`src/rtl/cdq_pkg.sv`:
```
// Shared constants, codes and types for the circular deque.
// No dependencies; every other file except cdq_ram imports this package.
package cdq_pkg;

  localparam int DEPTH  = 16;
  localparam int IDX_W  = $clog2(DEPTH);
  localparam int CNT_W  = $clog2(DEPTH + 1);
  localparam int DATA_W = 32;
  localparam int ACT_W  = 3;
  localparam int ERR_W  = 2;
  localparam int CAP_W  = 5;

  localparam logic [ACT_W-1:0] ACT_PUSH_FRONT = 3'd0;
  localparam logic [ACT_W-1:0] ACT_PUSH_REAR  = 3'd1;
  localparam logic [ACT_W-1:0] ACT_POP_FRONT  = 3'd2;
  localparam logic [ACT_W-1:0] ACT_POP_REAR   = 3'd3;
  localparam logic [ACT_W-1:0] ACT_STATUS     = 3'd4;

  localparam logic [ERR_W-1:0] ERR_OK    = 2'd0;
  localparam logic [ERR_W-1:0] ERR_FULL  = 2'd1;
  localparam logic [ERR_W-1:0] ERR_EMPTY = 2'd2;

  localparam logic [CAP_W-1:0] CAP_RESET = 5'd16;

  // Controller to datapath commands.
  typedef struct packed {
    logic step;     // apply the accepted transaction to indices, count and storage
    logic load_rd;  // capture front and rear entries from storage
  } cmd_t;

endpackage

```
`src/rtl/cdq_ram.sv`:
```
// Generic RAM: one write port, two read ports with registered read data.
// Standalone; no package dependency.
module cdq_ram #(
  parameter int Width = 32,
  parameter int Depth = 16
) (
  input  logic                     clk_i,
  input  logic                     we_i,
  input  logic [$clog2(Depth)-1:0] waddr_i,
  input  logic [Width-1:0]         wdata_i,
  input  logic                     re_i,
  input  logic [$clog2(Depth)-1:0] raddr_a_i,
  input  logic [$clog2(Depth)-1:0] raddr_b_i,
  output logic [Width-1:0]         rdata_a_o,
  output logic [Width-1:0]         rdata_b_o
);

  logic [Width-1:0] mem_q [Depth];
  logic [Width-1:0] rdata_a_q;
  logic [Width-1:0] rdata_b_q;

  always_ff @(posedge clk_i) begin
    if (we_i) begin
      mem_q[waddr_i] <= wdata_i;
    end
    if (re_i) begin
      rdata_a_q <= mem_q[raddr_a_i];
      rdata_b_q <= mem_q[raddr_b_i];
    end
  end

  assign rdata_a_o = rdata_a_q;
  assign rdata_b_o = rdata_b_q;

endmodule

```
`src/rtl/cdq_ctrl.sv`:
```
// Controller: sequences accept, storage read and result hand-off.
// Depends on cdq_pkg for the command struct.
module cdq_ctrl (
  input  logic           clk_i,
  input  logic           rst_ni,
  input  logic           in_valid_i,
  output logic           in_stall_o,
  output logic           out_valid_o,
  input  logic           out_stall_i,
  output cdq_pkg::cmd_t  cmd_o
);
  import cdq_pkg::*;

  localparam logic [1:0] S_IDLE = 2'd0;
  localparam logic [1:0] S_READ = 2'd1;
  localparam logic [1:0] S_OUT  = 2'd2;

  logic [1:0] state_q;
  logic [1:0] state_d;
  logic       accept;

  assign in_stall_o  = (state_q != S_IDLE);
  assign accept      = in_valid_i && (state_q == S_IDLE);
  assign out_valid_o = (state_q == S_OUT);

  always_comb begin
    state_d       = state_q;
    cmd_o.step    = 1'b0;
    cmd_o.load_rd = 1'b0;
    case (state_q)
      S_IDLE: begin
        if (accept) begin
          cmd_o.step = 1'b1;
          state_d    = S_READ;
        end
      end
      S_READ: begin
        cmd_o.load_rd = 1'b1;
        state_d       = S_OUT;
      end
      S_OUT: begin
        // hold the result until the consumer takes it
        if (!out_stall_i) begin
          state_d = S_IDLE;
        end
      end
      default: begin
        state_d = S_IDLE;
      end
    endcase
  end

  always_ff @(posedge clk_i or negedge rst_ni) begin
    if (!rst_ni) begin
      state_q <= S_IDLE;
    end else begin
      state_q <= state_d;
    end
  end

endmodule

```
`src/rtl/cdq_dp.sv`:
```
// Datapath: capacity register, front/rear indices, entry count, storage RAM.
// Depends on cdq_pkg and cdq_ram.
module cdq_dp (
  input  logic                         clk_i,
  input  logic                         rst_ni,
  input  logic                         cfg_we_i,
  input  logic [cdq_pkg::CAP_W-1:0]    cfg_wdata_i,
  input  cdq_pkg::cmd_t                cmd_i,
  input  logic [cdq_pkg::ACT_W-1:0]    action_i,
  input  logic signed [cdq_pkg::DATA_W-1:0] value_i,
  output logic signed [cdq_pkg::DATA_W-1:0] front_value_o,
  output logic signed [cdq_pkg::DATA_W-1:0] rear_value_o,
  output logic [cdq_pkg::CNT_W-1:0]    occupancy_o,
  output logic                         is_empty_o,
  output logic                         is_full_o,
  output logic [cdq_pkg::ERR_W-1:0]    error_code_o
);
  import cdq_pkg::*;

  logic [CAP_W-1:0]  cap_q;
  logic [IDX_W-1:0]  front_q, front_d;
  logic [IDX_W-1:0]  rear_q, rear_d;
  logic [CNT_W-1:0]  cnt_q, cnt_d;
  logic [ERR_W-1:0]  err_q, err_d;
  logic [CNT_W-1:0]  eff_cap;
  logic [IDX_W-1:0]  cap_m1;
  logic [IDX_W-1:0]  front_dec, front_inc, rear_dec, rear_inc;
  logic              is_push, is_pop, wr_en;
  logic [IDX_W-1:0]  waddr;
  logic [DATA_W-1:0] rd_front, rd_rear;

  // clamp the register to 1..DEPTH
  always_comb begin
    if (cap_q == '0) begin
      eff_cap = CNT_W'(1);
    end else if (32'(cap_q) > 32'(DEPTH)) begin
      eff_cap = CNT_W'(DEPTH);
    end else begin
      eff_cap = CNT_W'(cap_q);
    end
  end

  assign cap_m1    = IDX_W'(eff_cap - CNT_W'(1));
  assign front_dec = (front_q == '0) ? cap_m1 : front_q - IDX_W'(1);
  assign front_inc = (front_q >= cap_m1) ? '0 : front_q + IDX_W'(1);
  assign rear_dec  = (rear_q == '0) ? cap_m1 : rear_q - IDX_W'(1);
  assign rear_inc  = (rear_q >= cap_m1) ? '0 : rear_q + IDX_W'(1);

  assign is_push = (action_i == ACT_PUSH_FRONT) || (action_i == ACT_PUSH_REAR);
  assign is_pop  = (action_i == ACT_POP_FRONT) || (action_i == ACT_POP_REAR);

  always_comb begin
    front_d = front_q;
    rear_d  = rear_q;
    cnt_d   = cnt_q;
    err_d   = ERR_OK;
    wr_en   = 1'b0;
    if (is_push && (cnt_q >= eff_cap)) begin
      err_d = ERR_FULL;
    end else if (is_pop && (cnt_q == '0)) begin
      err_d = ERR_EMPTY;
    end else if (is_push) begin
      // an empty deque takes its first entry at index zero without moving
      if (cnt_q != '0) begin
        if (action_i == ACT_PUSH_FRONT) begin
          front_d = front_dec;
        end else begin
          rear_d = rear_inc;
        end
      end
      wr_en = 1'b1;
      cnt_d = cnt_q + CNT_W'(1);
    end else if (is_pop) begin
      if (cnt_q == CNT_W'(1)) begin
        front_d = '0;
        rear_d  = '0;
        cnt_d   = '0;
      end else begin
        if (action_i == ACT_POP_FRONT) begin
          front_d = front_inc;
        end else begin
          rear_d = rear_dec;
        end
        cnt_d = cnt_q - CNT_W'(1);
      end
    end
  end

  assign waddr = (action_i == ACT_PUSH_FRONT) ? front_d : rear_d;

  always_ff @(posedge clk_i or negedge rst_ni) begin
    if (!rst_ni) begin
      cap_q   <= CAP_RESET;
      front_q <= '0;
      rear_q  <= '0;
      cnt_q   <= '0;
    end else if (cfg_we_i) begin
      // a new capacity empties the deque
      cap_q   <= cfg_wdata_i;
      front_q <= '0;
      rear_q  <= '0;
      cnt_q   <= '0;
    end else if (cmd_i.step) begin
      front_q <= front_d;
      rear_q  <= rear_d;
      cnt_q   <= cnt_d;
    end
  end

  always_ff @(posedge clk_i) begin
    if (cmd_i.step) begin
      err_q <= err_d;
    end
  end

  cdq_ram #(
    .Width (DATA_W),
    .Depth (DEPTH)
  ) u_ram (
    .clk_i     (clk_i),
    .we_i      (cmd_i.step && wr_en),
    .waddr_i   (waddr),
    .wdata_i   (value_i),
    .re_i      (cmd_i.load_rd),
    .raddr_a_i (front_q),
    .raddr_b_i (rear_q),
    .rdata_a_o (rd_front),
    .rdata_b_o (rd_rear)
  );

  assign is_empty_o    = (cnt_q == '0);
  assign is_full_o     = (cnt_q == eff_cap);
  assign occupancy_o   = cnt_q;
  assign error_code_o  = err_q;
  assign front_value_o = is_empty_o ? '0 : $signed(rd_front);
  assign rear_value_o  = is_empty_o ? '0 : $signed(rd_rear);

endmodule

```
`src/rtl/circular_deque.sv`:
```
// Top level of the circular deque: controller plus datapath.
// Depends on cdq_pkg, cdq_ctrl, cdq_dp (and cdq_ram below it).
//
//   channel | direction | handshake                  | payload
//   --------+-----------+----------------------------+------------------------------------------
//   cfg     | in        | cfg_we_i                   | cfg_wdata_i (capacity)
//   in      | in        | in_valid_i / in_stall_o    | action_i, value_i
//   out     | out       | out_valid_o / out_stall_i  | front/rear value, occupancy, flags, error
//
// Each transaction passes an accept state that updates indices and writes
// storage, a read state for the registered RAM read of front and rear, and
// a result state held through any output stall. The next transaction is
// accepted once the result is taken. Reset leaves the deque empty with
// capacity 16; a capacity write also empties it.
module circular_deque (
  input  logic                              clk_i,
  input  logic                              rst_ni,
  input  logic                              cfg_we_i,
  input  logic [cdq_pkg::CAP_W-1:0]         cfg_wdata_i,
  input  logic                              in_valid_i,
  output logic                              in_stall_o,
  input  logic [cdq_pkg::ACT_W-1:0]         action_i,
  input  logic signed [cdq_pkg::DATA_W-1:0] value_i,
  output logic                              out_valid_o,
  input  logic                              out_stall_i,
  output logic signed [cdq_pkg::DATA_W-1:0] front_value_o,
  output logic signed [cdq_pkg::DATA_W-1:0] rear_value_o,
  output logic [cdq_pkg::CNT_W-1:0]         occupancy_o,
  output logic                              is_empty_o,
  output logic                              is_full_o,
  output logic [cdq_pkg::ERR_W-1:0]         error_code_o
);
  import cdq_pkg::*;

  cmd_t cmd;

  cdq_ctrl u_ctrl (
    .clk_i       (clk_i),
    .rst_ni      (rst_ni),
    .in_valid_i  (in_valid_i),
    .in_stall_o  (in_stall_o),
    .out_valid_o (out_valid_o),
    .out_stall_i (out_stall_i),
    .cmd_o       (cmd)
  );

  cdq_dp u_dp (
    .clk_i         (clk_i),
    .rst_ni        (rst_ni),
    .cfg_we_i      (cfg_we_i),
    .cfg_wdata_i   (cfg_wdata_i),
    .cmd_i         (cmd),
    .action_i      (action_i),
    .value_i       (value_i),
    .front_value_o (front_value_o),
    .rear_value_o  (rear_value_o),
    .occupancy_o   (occupancy_o),
    .is_empty_o    (is_empty_o),
    .is_full_o     (is_full_o),
    .error_code_o  (error_code_o)
  );

endmodule
```
`config.mk`:
```
export PLATFORM = sky130hd
export DESIGN_NAME = circular_deque
export DESIGN_NICKNAME = d
export VERILOG_FILES = /design/src/rtl/cdq_pkg.sv /design/src/rtl/cdq_ram.sv /design/src/rtl/cdq_ctrl.sv /design/src/rtl/cdq_dp.sv /design/src/rtl/circular_deque.sv
export SDC_FILE = /design/constraint.sdc
export NUM_CORES = 1
export LEC_CHECK = 0
export BUFFER_PORTS_ARGS = -buffer_cell sky130_fd_sc_hd__buf_2
export CORE_ASPECT_RATIO = 1.25
export CORE_MARGIN = 2
export CORE_UTILIZATION = 39
export DETAILED_ROUTE_END_ITERATION = 16
export PLACE_DENSITY = 0.6
export RECOVER_POWER = 50
export REMOVE_ABC_BUFFERS = 1
export SYNTH_ARGS = -nofsm -noshare
export SYNTH_HDL_FRONTEND = slang
export SYNTH_SLANG_ARGS = --single-unit
```
`constraint.sdc`:
```
create_clock -name clk_i -period 11.35 [get_ports clk_i]
set_input_delay 2.27 -clock clk_i [delete_from_list [all_inputs] [get_ports clk_i]]
set_output_delay 2.27 -clock clk_i [all_outputs]
set_load 0.02 [all_outputs]
```
==> flow_summary.json <==
{
  "clk_pin_slew_ns": 0.06,
  "fin_hold_ws_ns": 0.567,
  "num-nets-final": 1526,
  "ys.flop_type": "edfxtp_1",
  "post-cts-setup-buffers": 0,
  "design_area_mm2": 0.0312,
  "setup_slack_ns": 3.67,
  "start_util_pct": 39.2,
  "fin_crit_ns": 7.68,
  "grt_pass1_wl_um": 104000,
  "drt_iter0_drc": 1131,
  "synth_cell_types": 74,
  "placedCellCount": 2344,
  "synth_edf_count": 578,
  "end_kind": "register",
  "slowest_stage": "clkbuf_1",
  "dp_slack_ns": 4.86,
  "antenna_found_initial": 3,
  "cts_resized": 0,
  "cpPeakStageDelay_ns": 2.78,
  "routedWlPerCell_um": 28.1,
  "slew_violations": 417,
  "grt_pass1_vias": 15700,
  "ir_drop_mv": 0.160,
  "timing.fmax_mhz": 130,
  "grt_remaining_overflow": 0,
  "worst_pin_slew_ns": 4.59,
  "syn_area_per_cell_um2": 20.5,
  "place_area_mm2": 0.0294,
  "critical_path_buf_inv_count": 2,
  "drc_errors": 0,
  "gp_congestion": 0.858,
  "dp_hpwl_um": 39500,
  "layout_commonest_cell": "edfxtp_1",
  "design.core.area_mm2": 0.0704,
  "rsz0062_at_grt": "no",
  "hold_violations": 0,
  "netlist_area_mm2": 0.0276,
  "critPathArrivalTime_ns": 7.96,
  "finalCritPeriodShare_pct": 67.7,
  "ys_seq_elements": 598,
  "cts_tree": "yes",
  "cts_buffers": 59,
  "crit_chain": "clkbuf_1, nor4_1, nor3_1, o21ai_0, a32o_1, o21ai_0, nand3_1, nor3_2, buf_4",
  "synth_cells": 1345,
  "powerDensity_mw_per_mm2": 184,
  "vias": 14400,
  "track_usage_pct": 19.2,
  "diodes": 0,
  "p_leak_nw": 9.59,
  "die_w_um": 242,
  "hold_class": "register to register",
  "die_y_um": 302,
  "area_delta_synth_final_pct": 13.1,
  "cts_hold_buf": 0,
  "finish.utilization_pct": 44.4,
  "cp_common_cell": "o21ai_0",
  "yosysSeqAreaShare_pct": 64.7,
  "grt_max_degree": 138,
  "h-tree-depth": 2,
  "io_pins": 120,
  "yosysWarnings": 0,
  "wl_um": 68900,
  "tns_ns": 0,
  "crit_fanout": 44,
  "synthArstFlopShare_pct": 3.34,
  "cts_buffer_depth": 3,
  "io_buffers": 119,
  "cap_viol_max_count": 8,
  "skew_ns": 0.0245,
  "num-fill-cells": 6021,
  "rows": 109,
  "final_layout_size_suffix_gt1_share_pct": 37.2,
  "relSlewSlack_pct": -206,
  "first_pass_iters": 5,
  "setup_viol": 0,
  "final_cell_mix": "edfxtp_1, mux4_2, buf_2",
  "clock_sinks": 598,
  "die_area_mm2": 0.0730,
  "vias_per_cell": 5.86,
  "path_delay_family": "buffers and inverters",
  "clkLatencyLatePin_ns": 0.63,
  "cp.required_ns": 11.63,
  "startpoint_type": "register",
  "ant_nets": 0,
  "cts-root-buf": "clkbuf_16",
  "status": "finished with violations",
  "violations": "capacitance limit, slew limit",
  "instances_no_fill": 2454,
  "p_total_mw": 5.75,
  "worstSetupPathType": "register to register"
}
metal layers:
layer | part of all wire (%) | track usage (%) | vias to the layer above | routed length, um
met3 | 5.0 | 2.82 | 110 | 3450
li1 | - | - | 6048 | -
met4 | 2.7 | 5.57 | 6 | 1860
met1 | 39 | 24.6 | 7797 | 27100
met2 | 53 | 34.3 | 416 | 36400
met5 | 0.052 | 0 | - | 36
logic make-up after synthesis:
kind of cell,count (synthesis),share of synthesized area [%]
AO/OA/AOI/OAI,91,2.48
XOR/XNOR,3,0.0952
adder cells (fa/ha/maj),21,0.933
buffers and inverters,114,1.63
flip-flops,598,64.7
multiplexers,327,26.4
AND/OR/NAND/NOR,191,3.82
cell usage after synthesis (15+ instances only):
library cell  instances  area, um2
nor2_1               28        105
buf_1                33        124
o21ai_0              15       75.1
and2_1               66        413
dfrtp_1              19        475
edfxtp_1            578      17400
ha_1                 19        238
nand2_1              28        105
inv_1                17       63.8
mux4_2              320       7210
nor3_1               22        110
clkbuf_1             54        203
area by class of cell:
type / count / area [um2] / area share (%)
clock inverter: 44 / 445 / 1.43
tap: 943 / 1180 / 3.78
multi-input combinational: 633 / 9390 / 30.1
clock buffer: 66 / 1500 / 4.81
timing repair buffer: 150 / 777 / 2.49
inverter: 20 / 76.3 / 0.244
sequential: 598 / 17900 / 57.2
final timing paths:
check / startpoint / cells after the start / end / slack, ns
worst max-delay path: u_dp.rear_q[0] / 9 / u_dp.u_ram.mem_q[1][6] / 3.67
worst min-delay path: u_dp.cap_q[1] / 1 / u_dp.cap_q[1] / 0.57
worst max register to register: u_dp.rear_q[0] / 9 / u_dp.u_ram.mem_q[1][6] / 3.67
worst min register to register: u_dp.cap_q[1] / 1 / u_dp.cap_q[1] / 0.57
max in group asynchronous: rst_ni / 1 / u_dp.rear_q[1] / 8.61
min in group asynchronous: rst_ni / 1 / u_dp.occupancy_o[2] / 1.87
where the power goes:
part	total, mW	switching (mW)	internal, mW
Clock	1.96	0.843	1.12
Sequential	2.61	0.0549	2.56
Combinational	1.18	0.674	0.502
state kept, by name, indices dropped and copies added (netlist names):
signal                cells
u_dp.cap_q                5
u_dp.front_q              4
u_dp.u_ram.rdata_b_o     32
u_dp.u_ram.rdata_a_o     32
u_ctrl.state_q            2
u_dp.u_ram.mem_q        512
u_dp.error_code_o         2
u_dp.rear_q               4
u_dp.occupancy_o          5
No activity file was read; power rests on OpenSTA's default activity.
